File: src/rtl/mste_pkg.sv
package mste_pkg;

    localparam int MAX_RESULTS = 32;
    localparam int CNT_W       = 6;

    localparam logic [15:0] TYPE_SYN = 16'h0000;
    localparam logic [15:0] TYPE_KEY = 16'h0001;
    localparam logic [15:0] TYPE_ABS = 16'h0003;

    localparam logic [15:0] CODE_SYNC_FRAME  = 16'h0000;
    localparam logic [15:0] CODE_BTN_FIRST   = 16'h0110;
    localparam logic [15:0] CODE_BTN_LAST    = 16'h0112;
    localparam logic [15:0] CODE_MT_SLOT_SEL = 16'h002f;
    localparam logic [15:0] ABS_MT_TRACK     = 16'h0039;
    localparam logic [15:0] ABS_MT_POS_X     = 16'h0035;
    localparam logic [15:0] ABS_MT_POS_Y     = 16'h0036;
    localparam logic [15:0] ABS_MT_PRESS     = 16'h003a;
    localparam logic [15:0] ABS_X            = 16'h0000;
    localparam logic [15:0] ABS_Y            = 16'h0001;
    localparam logic [15:0] CODE_ST_PRESS    = 16'h0018;

    localparam logic [2:0] REG_ENABLE  = 3'd0;
    localparam logic [2:0] REG_MT_MODE = 3'd1;
    localparam logic [2:0] REG_BP_MODE = 3'd2;
    localparam logic [2:0] REG_X_OFS   = 3'd3;
    localparam logic [2:0] REG_Y_OFS   = 3'd4;

    typedef enum logic [2:0] {
        KIND_UP     = 3'd0,
        KIND_DOWN   = 3'd1,
        KIND_MOTION = 3'd2,
        KIND_PRESS  = 3'd3,
        KIND_CLICK  = 3'd4
    } kind_t;

    typedef enum logic [1:0] {
        ST_IDLE,
        ST_WALK,
        ST_FLUSH
    } state_t;

    typedef enum logic [1:0] {
        FLD_ACTIVE,
        FLD_X,
        FLD_Y,
        FLD_PRESS
    } field_t;

    typedef struct packed {
        logic               now_active;
        logic signed [31:0] now_x;
        logic signed [31:0] now_y;
        logic        [15:0] now_pressure;
        logic               prev_active;
        logic signed [31:0] prev_x;
        logic signed [31:0] prev_y;
        logic        [15:0] prev_pressure;
    } slot_t;

    typedef struct packed {
        logic        en;
        field_t      fld;
        logic [31:0] data;
    } wr_t;

    typedef struct packed {
        kind_t              kind;
        logic        [3:0]  slot;
        logic signed [31:0] x;
        logic signed [31:0] y;
        logic        [15:0] p;
        logic        [1:0]  click;
        logic               last;
    } res_t;

endpackage

File: src/rtl/mste_cell.sv
module mste_cell (
    input  logic           clk,
    input  logic           rst_n,
    input  logic           shift,
    input  logic           sel,
    input  mste_pkg::wr_t  wr,
    input  mste_pkg::slot_t nbr,
    output mste_pkg::slot_t st
);

    mste_pkg::slot_t st_reg;
    mste_pkg::slot_t st_next;

    always_comb
    begin
        st_next = st_reg;
        if (shift)
        begin
            st_next = nbr;
        end
        else if (wr.en && sel)
        begin
            case (wr.fld)
                mste_pkg::FLD_ACTIVE: st_next.now_active   = wr.data[0];
                mste_pkg::FLD_X:      st_next.now_x        = $signed(wr.data);
                mste_pkg::FLD_Y:      st_next.now_y        = $signed(wr.data);
                mste_pkg::FLD_PRESS:  st_next.now_pressure = wr.data[15:0];
                default:              st_next = st_reg;
            endcase
        end
    end

    always_ff @(posedge clk or negedge rst_n)
    begin
        if (!rst_n)
        begin
            st_reg <= '0;
        end
        else
        begin
            st_reg <= st_next;
        end
    end

    assign st = st_reg;

endmodule

File: config.mk
export PLATFORM = sky130hd
export DESIGN_NAME = mste_cell
export DESIGN_NICKNAME = d
export VERILOG_FILES = /design/src/rtl/mste_pkg.sv /design/src/rtl/mste_cell.sv
export SDC_FILE = /design/constraint.sdc
export NUM_CORES = 1
export LEC_CHECK = 0
export BUFFER_PORTS_ARGS = -buffer_cell sky130_fd_sc_hd__buf_4
export CORE_MARGIN = 1
export CORE_UTILIZATION = 30
export CTS_CLUSTER_DIAMETER = 150
export DETAILED_ROUTE_END_ITERATION = 8
export PLACE_DENSITY = 0.58
export SLEW_MARGIN = 10
export SYNTH_ARGS = -nofsm -noshare
export SYNTH_HDL_FRONTEND = slang
export SYNTH_SLANG_ARGS = --single-unit
File: constraint.sdc
create_clock -name clk -period 1 [get_ports clk]
set_input_delay 0 -clock clk [delete_from_list [all_inputs] [get_ports clk]]
set_output_delay 0 -clock clk [all_outputs]
set_load 0.01 [all_outputs]
== After elaboration in Yosys (flattened, before gate mapping) ==
Index checks and enable logic that the tools add are counted.

* Register bits after elaboration: 162

* Equal/unequal tests: 3
* Muxes and demuxes: 6
* Reduce and logical (&&, ||, !) cells: 11

{| class="wikitable"
|+ Operator list
! cell !! number
|-
| $mux 162 || 2
|-
| $mux 32 || 2
|-
| $mux 16 || 1
|-
| $reduce_bool 2->1 || 5
|-
| $reduce_and 2->1 || 4
|-
| $eq 2x2->1 const B || 2
|-
| $eq 2x1->1 const B || 1
|-
| $logic_not 2->1 || 1
|-
| $logic_and 1x1->1 || 1
|-
| $mux 1 || 1
|}

== Logic depth before layout (Yosys ltp) ==
Gate-level depths: netlist of the first run.

* Depth in word-level cells: 4
* Depth in mapped cells: 6
* Mapped depth without buffers: 3

== Worst setup path before layout of the first run ==
Ideal clock, no wire load.

* Path type: register to register
* From: reg, netlist name st[161]
* To: reg st_reg, in the netlist st[161]
* Arrival time: 0.892 ns
* Data required time: 0.875 ns
* Slack: -0.017 ns
* Stages on the path, launching flop included: 3
* Buffers on the path: 0
* Period minus slack after synthesis: 1.017 ns
* Cell sequence: dfrtp_1 -> mux2_2 -> mux2_2

{| class="wikitable"
|+ RTL lines
! what !! RTL line !! source
|-
| to (signal assigned) || mste_cell.sv:41 || <nowiki>st_reg <= st_next;</nowiki>
|-
| to (decl) || mste_cell.sv:11 || <nowiki>mste_pkg::slot_t st_reg;</nowiki>
|}

==> results.toml, run 1 <==
[run_status]
status = "completed"

[cts]
cts_max_level = 4
cts_tree = "built"
clock_path_buffers = 2
cts.clk_slew.worst_paths_ps = 70
clock_latency_ps = 420
cts_made_buffers = 17
clkSinkCount = 162
clock-root-buffer = "clkbuf_16"

[grt]
grt_use_met1 = 0.230
use_met3 = 0.0620
grt.met2_usage = 0.340
grt_max_degree = 49
grt_pass1_vias = 6594
grt.busiest_layer = "met2"
grt_overflow_total = 0
antenna_found_initial = 0
grt_pass1_wl_mm = 34.5
grt_usage = 0.196

[place]
gp_congestion = 0.776
port-buffer-count = 362
place_ws_ps = -143
hpwl_mm = 15.7

[yosys]
ys_seq_area_frac = 0.603
avgSynthCellArea_um2 = 12.9
syn_nets = 724
netlist_instances = 523
yosys_warnings = 0
ys_types = 12
ys_ff_latch = 162
syn_area_um2 = 6730

[cells_and_area]
final_nets = 1307
n_fill_cell = 1795
syn_to_final_growth_pct = 88.0
layout-drive-gt1-share = 0.465
antenna_cells = 0
largest_register_ffs = 162

[worst_setup_path]
slowest_stage = "dfrtp_1"
reg2reg_depth = 2
crit_fanout = 2
cp.depth = 2
critical_path.cell_chain = "mux2_2 -> mux2_2"
start_kind = "flip-flop"
critPathKind = "reg -> reg"
worstPathRequired_ps = 1300
endpoint_kind = "flip-flop"
crit_top_cell = "mux2_2"
worst-path-buf-inv = 0
rrSetupSlack_ps = 7
arrival_ps = 1290
slowest_delay_ps = 380
critical-path-top-delay-family = "multiplexers"

[drt]
first_pass_iters = 4
antenna_left = 0
viasPerCell = 4.48
num_vias = 6269
drt_iter0_drc = 147
drc_errors = 0
wl_per_cell_um = 16.6
drt-total-wl_mm = 23.2

[timing]
layout_setup_ws_ps = 6.94
post-route-min-period_ps = 993
relSlewSlack = 0.759
finalSetupTns_ps = 0
rsz0062_at_grt = "yes"
finalSetupViolations = 0
slew_viol_final = 0
clock_skew_ps = 0
worstMarginPinSlew_ps = 361
finalHoldViolCount = 0
clock.fmax_ghz = 1.01
finalCritPeriodShare = 0.993

[floorplan]
placementRows = 54
start_util = 0.307
die-area_um2 = 23000
core_um2 = 21900
io_pins = 363
die_x_um = 152
die_h_um = 152

[job]
drv_cap = 0

[power]
power_density_nw_per_um2 = 1420
p_leak_nw = 6.45
ir_worst_vdd_mv = 0.934

[min_path]
hold_path.class = "in -> async"
worst paths after layout:
| check | end | from |
|---|---|---|
| worst min register to register | st[66]$_DFFE_PN0P_ | st[66]$_DFFE_PN0P_ |
| min in group clk | st[119]$_DFFE_PN0P_ | shift |
| worst max register to register | st[161]$_DFFE_PN0P_ | st[161]$_DFFE_PN0P_ |
| worst max-delay path | st[161]$_DFFE_PN0P_ | st[161]$_DFFE_PN0P_ |
| max in group asynchronous | st[47]$_DFFE_PN0P_ | rst_n |
| worst min-delay path | st[54]$_DFFE_PN0P_ | rst_n |
report_power, final:
group	switching (mW)	leakage (nW)	total, mW	internal [mW]
logic	1.60	4.25	4.13	2.53
registers	0.378	1.93	7.57	7.19
clock network	2.99	0.273	6.25	3.26
cells in the mapped netlist:
cell	number	area [um^2]
clkbuf_1	8	30.0
and4bb_1	1	12.5
mux2i_1	80	801
o21ai_0	80	400
nand2_1	80	300
buf_2	19	95.1
buf_6	1	11.3
nand4_2	1	12.5
mux2_2	83	935
nand4b_2	2	30.0
dfrtp_1	162	4050
buf_4	6	45.0
routing by layer:
layer	part of all wire	routed length (um)
met1	0.40	9290
met2	0.51	11800
met3	0.077	1790
met4	0.015	342
met5	0	0
timing repair:
action                                  CTS  global route
resized for setup                         3            12
hold buffers                            196             0
cloned                                    0             0
endpoints found under the setup margin    4            30
setup buffers                             1            15
hold endpoints to repair                324             0
stage by stage:
| step | hold slack (ps) | util | instance area, um^2 | std cells | total power [mW] |
|---|---|---|---|---|---|
| after floorplan | -296 | - | 6730 | 523 | 8.84 |
| after global placement | -75.3 | 0.455 | 9960 | 1155 | 11.0 |
| after detailed placement | -72.4 | 0.455 | 9960 | 1155 | 11.0 |
| after CTS | 49.5 | 0.571 | 12500 | 1384 | 18.0 |
| after global routing | 73.0 | 0.578 | 12600 | 1399 | 18.7 |
| final | 58.9 | 0.578 | 12600 | 1399 | 17.9 |
logic make-up after synthesis:
kind of cell	synth area share
multiplexers	0.258
flip-flops	0.603
AND/OR/NAND/NOR	0.0528
AO/OA/AOI/OAI	0.0595
buffers and inverters	0.0270
placed cells by master (no fill, tap or decap):
| cell | n |
|---|---|
| mux2i_1 | 80 |
| inv_8 | 2 |
| dfrtp_1 | 162 |
| nand4_2 | 1 |
| clkinv_2 | 4 |
| clkbuf_16 | 17 |
| dlygate4sd3_1 | 196 |
| inv_6 | 7 |
| nand4b_2 | 2 |
| o21ai_0 | 80 |
| buf_6 | 17 |
| buf_4 | 372 |
| clkinv_4 | 1 |
| and4bb_1 | 1 |
| mux2_2 | 83 |
| buf_12 | 13 |
| nand2_1 | 80 |
| clkinvlp_4 | 1 |
worst register-to-register path, stage by stage (launching register included):
cell	delay [ps]
dfrtp_1	380
mux2_2	260
mux2_2	250
final cells by class:
cell class / instances / area, um^2 / share of cell area
Clock buffer: 17 / 425 / 0.0336
Sequential cell: 162 / 4050 / 0.321
Multi-Input combinational cell: 327 / 2490 / 0.197
Tap cell: 280 / 350 / 0.0277
Timing Repair Buffer: 598 / 5210 / 0.412
Clock inverter: 15 / 120 / 0.00950
Power figures use the tool's default switching activity.
==> run 2: changes to the inputs <==
--- a/config.mk
+++ b/config.mk
@@ -11,6 +11,7 @@
 export CTS_CLUSTER_DIAMETER = 150
 export DETAILED_ROUTE_END_ITERATION = 8
 export PLACE_DENSITY = 0.58
+export RECOVER_POWER = 25
 export SLEW_MARGIN = 10
 export SYNTH_ARGS = -nofsm -noshare
 export SYNTH_HDL_FRONTEND = slang
==> run 2 against run 1 <==
Combinational power down 1%. Maximum frequency hardly changed. Sequential share of layout area grew 0.17 points. Die area did not move. Critical path depth unchanged. Utilization fell by 0.30 points. Global-route usage did not move. Final cell count is the same. First-iteration DRC count decreased by 4.1%.
==> results.toml, run 2 (synthesis results as in run 1) <==
[cells_and_area]
antenna_cells = 0
n_fill_cell = 1805
register_area_um2 = 4050
syn_to_final_growth_pct = 87.1
final_nets = 1307
final_area_um2 = 12600
final_util = 0.575
largest_register_ffs = 162
layout-drive-gt1-share = 0.465
layout_commonest_cell = "buf_4"
multi_input_area_um2 = 2490
final_cell_mix = "372 x buf_4, 196 x dlygate4sd3_1, 162 x dfrtp_1, 83 x mux2_2"

[drt]
drt_iter0_drc = 141
drt-total-wl_mm = 23.2
num_vias = 6274
drc_errors = 0
wl_per_cell_um = 16.6
first_pass_iters = 4
antenna_left = 0
viasPerCell = 4.48

[place]
place_area_um2 = 9960
port-buffer-count = 362
hpwl_mm = 15.7
gp_congestion = 0.776

[timing]
finalHoldViolCount = 0
worstMarginPinSlew_ps = 474
post-route-min-period_ps = 993
slew_viol_final = 0
clock.fmax_ghz = 1.01
finalCritPeriodShare = 0.993
finalSetupViolations = 0
rsz0062_at_grt = "yes"
relSlewSlack = 0.684
clock_skew_ps = 0

[floorplan]
core_um2 = 21900
die_h_um = 152
die-area_um2 = 23000
start_util = 0.307
io_pins = 363
die_x_um = 152
placementRows = 54

[grt]
grt_max_degree = 49
grt_usage = 0.196
grt_pass1_wl_mm = 34.5
grt_overflow_total = 0
antenna_found_initial = 0
grt_pass1_vias = 6594

[job]
drv_cap = 0

[worst_setup_path]
endpoint_kind = "flip-flop"
slowest_delay_ps = 380
worstPathRequired_ps = 1300
arrival_ps = 1290
crit_top_cell = "mux2_2"
critical-path-top-delay-family = "multiplexers"
critPathKind = "reg -> reg"
worst-path-buf-inv = 0
slowest_stage = "dfrtp_1"
crit_fanout = 2
critical_path.cell_chain = "mux2_2 -> mux2_2"
start_kind = "flip-flop"

[cts]
clkSinkCount = 162
cts_max_level = 4
cts.clk_slew.worst_paths_ps = 70
cts_made_buffers = 17
cts_tree = "built"
clock_latency_ps = 420
clock-root-buffer = "clkbuf_16"
clock_path_buffers = 2

[power]
p_leak_nw = 6.43
power_density_nw_per_um2 = 1420
ir_worst_vdd_mv = 0.934

[min_path]
hold_path.class = "in -> async"

[run_status]
status = "completed"
run 2: cell count changes in the layout (fill, tap and decap cells not counted):
| cell | change |
|---|---|
| buf_2 | +1 |
| buf_12 | -5 |
| clkbuf_4 | +4 |
run 2: final cells by class:
class,instances,area share
tap,280,0.0278
clock buffer,17,0.0338
timing repair buffer,598,0.409
clock inverter,15,0.00955
sequential,162,0.322
multi-input combinational,327,0.198
run 2: stage by stage:
step	power, mW	hold WS [ps]	cells	TNS [ps]	setup slack (ps)
global route	18.7	43.9	1399	-83.3	-34.2
CTS	18.0	49.5	1384	-7.79	-7.79
detailed placement	11.0	-72.4	1155	-2880	-143
floorplan	8.84	-296	523	-16.9	-16.9
finish	17.9	32.3	1399	0	6.95
global placement	11.0	-75.3	1155	-2160	-86.0
run 2: where the power goes:
part / switching, mW / total, mW / internal (mW) / leakage, nW
Sequential: 0.378 / 7.57 / 7.19 / 1.93
Combinational: 1.60 / 4.09 / 2.50 / 4.22
Clock: 2.99 / 6.25 / 3.26 / 0.273
run 2: path summary, 6_finish.rpt:
path / start / endpoint / slack, ps / cells past startpoint
worst max-delay path: st[161]$_DFFE_PN0P_ / st[161]$_DFFE_PN0P_ / 7 / 2
worst min-delay path: rst_n / st[54]$_DFFE_PN0P_ / 30 / 2
worst max register to register: st[161]$_DFFE_PN0P_ / st[161]$_DFFE_PN0P_ / 7 / 2
worst min register to register: st[58]$_DFFE_PN0P_ / st[58]$_DFFE_PN0P_ / 510 / 1
max in group asynchronous: rst_n / st[25]$_DFFE_PN0P_ / 200 / 3
min in group clk: shift / st[119]$_DFFE_PN0P_ / 60 / 4
run 2: timing repair:
item / in CTS / in global routing
resized for setup: 3 / 12
setup buffers: 1 / 15
hold endpoints to repair: 324 / 0
cloned: 0 / 0
hold buffers: 196 / 0
setup endpoints to repair: 4 / 30
run 2: routing by layer:
metal	track usage	part of all wire
met1	0.230	0.40
met2	0.340	0.51
met3	0.0620	0.077
met4	0.0559	0.015
met5	0	0
==> run 3: changes to the inputs <==
--- a/config.mk
+++ b/config.mk
@@ -6,6 +6,7 @@
 export NUM_CORES = 1
 export LEC_CHECK = 0
 export BUFFER_PORTS_ARGS = -buffer_cell sky130_fd_sc_hd__buf_4
+export CORE_ASPECT_RATIO = 0.8
 export CORE_MARGIN = 1
 export CORE_UTILIZATION = 30
 export CTS_CLUSTER_DIAMETER = 150
==> run 3 against run 2 <==
The flow now finishes with violations (setup timing). Die area hardly changed. Wire length is 6.7% higher. Sequential power hardly changed. Clock skew unchanged. Utilization is 1.7 points higher. Combinational power is 5% higher. Hold slack improved by 8.3 ps. Total power grew 5.3%. Final cell count rose by 1.9%. Count of clock-buffer cells in the layout is 1 higher.
==> results.toml, run 3 (synthesis results as in run 1) <==
[run_status]
status = "finished with violations"
violations = "setup timing"

[worst_setup_path]
worst-path-buf-inv = 2
critical-path-top-delay-family = "flip-flops"
crit_fanout = 2
worstPathRequired_ps = 1000
endpoint_kind = "primary output"
critPathKind = "reg -> out"
start_kind = "flip-flop"
arrival_ps = 1040
slowest_stage = "dfrtp_1"
critical_path.cell_chain = "buf_6 -> buf_6"
crit_top_cell = "buf_6"
slowest_delay_ps = 400

[drt]
drt-total-wl_mm = 24.8
antenna_left = 0
first_pass_iters = 4
viasPerCell = 4.47
drt_iter0_drc = 270
drc_errors = 0
wl_per_cell_um = 17.4
num_vias = 6375

[timing]
finalSetupViolations = 2
clock.fmax_ghz = 0.960
finalHoldViolCount = 0
post-route-min-period_ps = 1040
finalCritPeriodShare = 1.04
relSlewSlack = 0.678
layout_setup_ws_ps = -41.5
slew_viol_final = 0
whs_ps = 40.6
rsz0062_at_grt = "yes"
worstMarginPinSlew_ps = 482
clock_skew_ps = 0

[power]
power_mw = 18.9
p_leak_nw = 6.55
power_density_nw_per_um2 = 1460
ir_worst_vdd_mv = 0.854

[floorplan]
placementRows = 48
die_x_um = 169
die_h_um = 136
core_um2 = 21800
die-area_um2 = 23000
io_pins = 363
start_util = 0.309

[cts]
cts_tree = "built"
clock-root-buffer = "clkbuf_16"
cts_max_level = 4
clkSinkCount = 162
cts.clk_slew.worst_paths_ps = 70
clock_latency_ps = 420
clock_path_buffers = 2
cts_made_buffers = 17

[cells_and_area]
antenna_cells = 0
layout-drive-gt1-share = 0.468
register_area_um2 = 4050
layout_commonest_cell = "buf_4"
final_nets = 1313
final_cell_mix = "357 x buf_4, 195 x dlygate4sd3_1, 162 x dfrtp_1, 83 x mux2_2"
largest_register_ffs = 162
final_util = 0.591
multi_input_area_um2 = 2510
syn_to_final_growth_pct = 91.7
n_fill_cell = 1809
final_cells = 1425

[grt]
antenna_found_initial = 0
grt_pass1_wl_mm = 37.3
grt_usage = 0.213
grt_pass1_vias = 6665
grt_overflow_total = 0
grt_max_degree = 43

[job]
drv_cap = 0

[place]
gp_congestion = 0.787
hpwl_mm = 16.7
place_ws_ps = -75.8
dpl.cell_count = 1179
port-buffer-count = 362

[min_path]
hold_path.class = "in -> reg"
-- run 3: cell types whose count changed in the layout (fill, tap and decap cells not counted), moves of 3 or more --
| cell | previous run | this run |
|---|---|---|
| inv_6 | 7 | 4 |
| bufinv_16 | 0 | 3 |
| buf_6 | 17 | 36 |
| clkinv_2 | 4 | 1 |
| buf_4 | 372 | 357 |
| buf_12 | 8 | 14 |
-- run 3: area by class of cell --
| type | instances | share of cell area |
|---|---|---|
| Clock buffer | 18 | 0.0333 |
| Sequential cell | 162 | 0.314 |
| Multi-Input combinational cell | 327 | 0.195 |
| Timing Repair Buffer | 604 | 0.414 |
| Tap cell | 300 | 0.0291 |
| Clock inverter | 14 | 0.0150 |
-- run 3: stage by stage --
step           instance area (um^2)  TNS, ps
6_report                      12900    -65.4
5_1_grt                       12900     -209
4_1_cts                       12700     -105
3_5_place_dp                  10100    -2490
3_3_place_gp                  10100    -1150
2_1_floorplan                  6730    -16.9
-- run 3: worst min-delay path: cells and delay by family --
kind	cells	cell delay, ps
buffers and inverters	2	290
and+or+nand+nor	1	60
AOI/OAI and AO/OA	1	60
-- run 3: timing repair --
action                     4_1_cts  5_1_grt
buffers inserted                 0       19
resized for setup                2       33
hold buffers                   195        0
gates cloned                     0        0
setup endpoints to repair        2       48
hold endpoints to repair       324        0
-- run 3: path summary, 6_finish.rpt --
path,from,cells after the start,slack [ps],endpoint
max,st[161]$_DFFE_PN0P_,2,-40,st[161]
min,shift,4,40,st[118]$_DFFE_PN0P_
max reg2reg,st[161]$_DFFE_PN0P_,2,-20,st[161]$_DFFE_PN0P_
min reg2reg,st[70]$_DFFE_PN0P_,1,510,st[70]$_DFFE_PN0P_
max in group asynchronous,rst_n,3,170,st[63]$_DFFE_PN0P_
min in group asynchronous,rst_n,2,90,st[48]$_DFFE_PN0P_
-- run 3: where the power goes --
| part | leakage [nW] | internal, mW | switching [mW] |
|---|---|---|---|
| sequential | 1.93 | 7.19 | 0.393 |
| clock | 0.302 | 4.03 | 2.97 |
| combinational | 4.32 | 2.60 | 1.68 |
-- run 3: layer usage --
layer / up-vias / GRT usage / wire length [um] / part of all wire
met5: - / 0 / 0 / 0
met4: 0 / 0.0711 / 565 / 0.023
met3: 37 / 0.0579 / 1620 / 0.065
met2: 239 / 0.366 / 12300 / 0.50
met1: 3096 / 0.259 / 10300 / 0.42
li1: 3003 / - / - / -
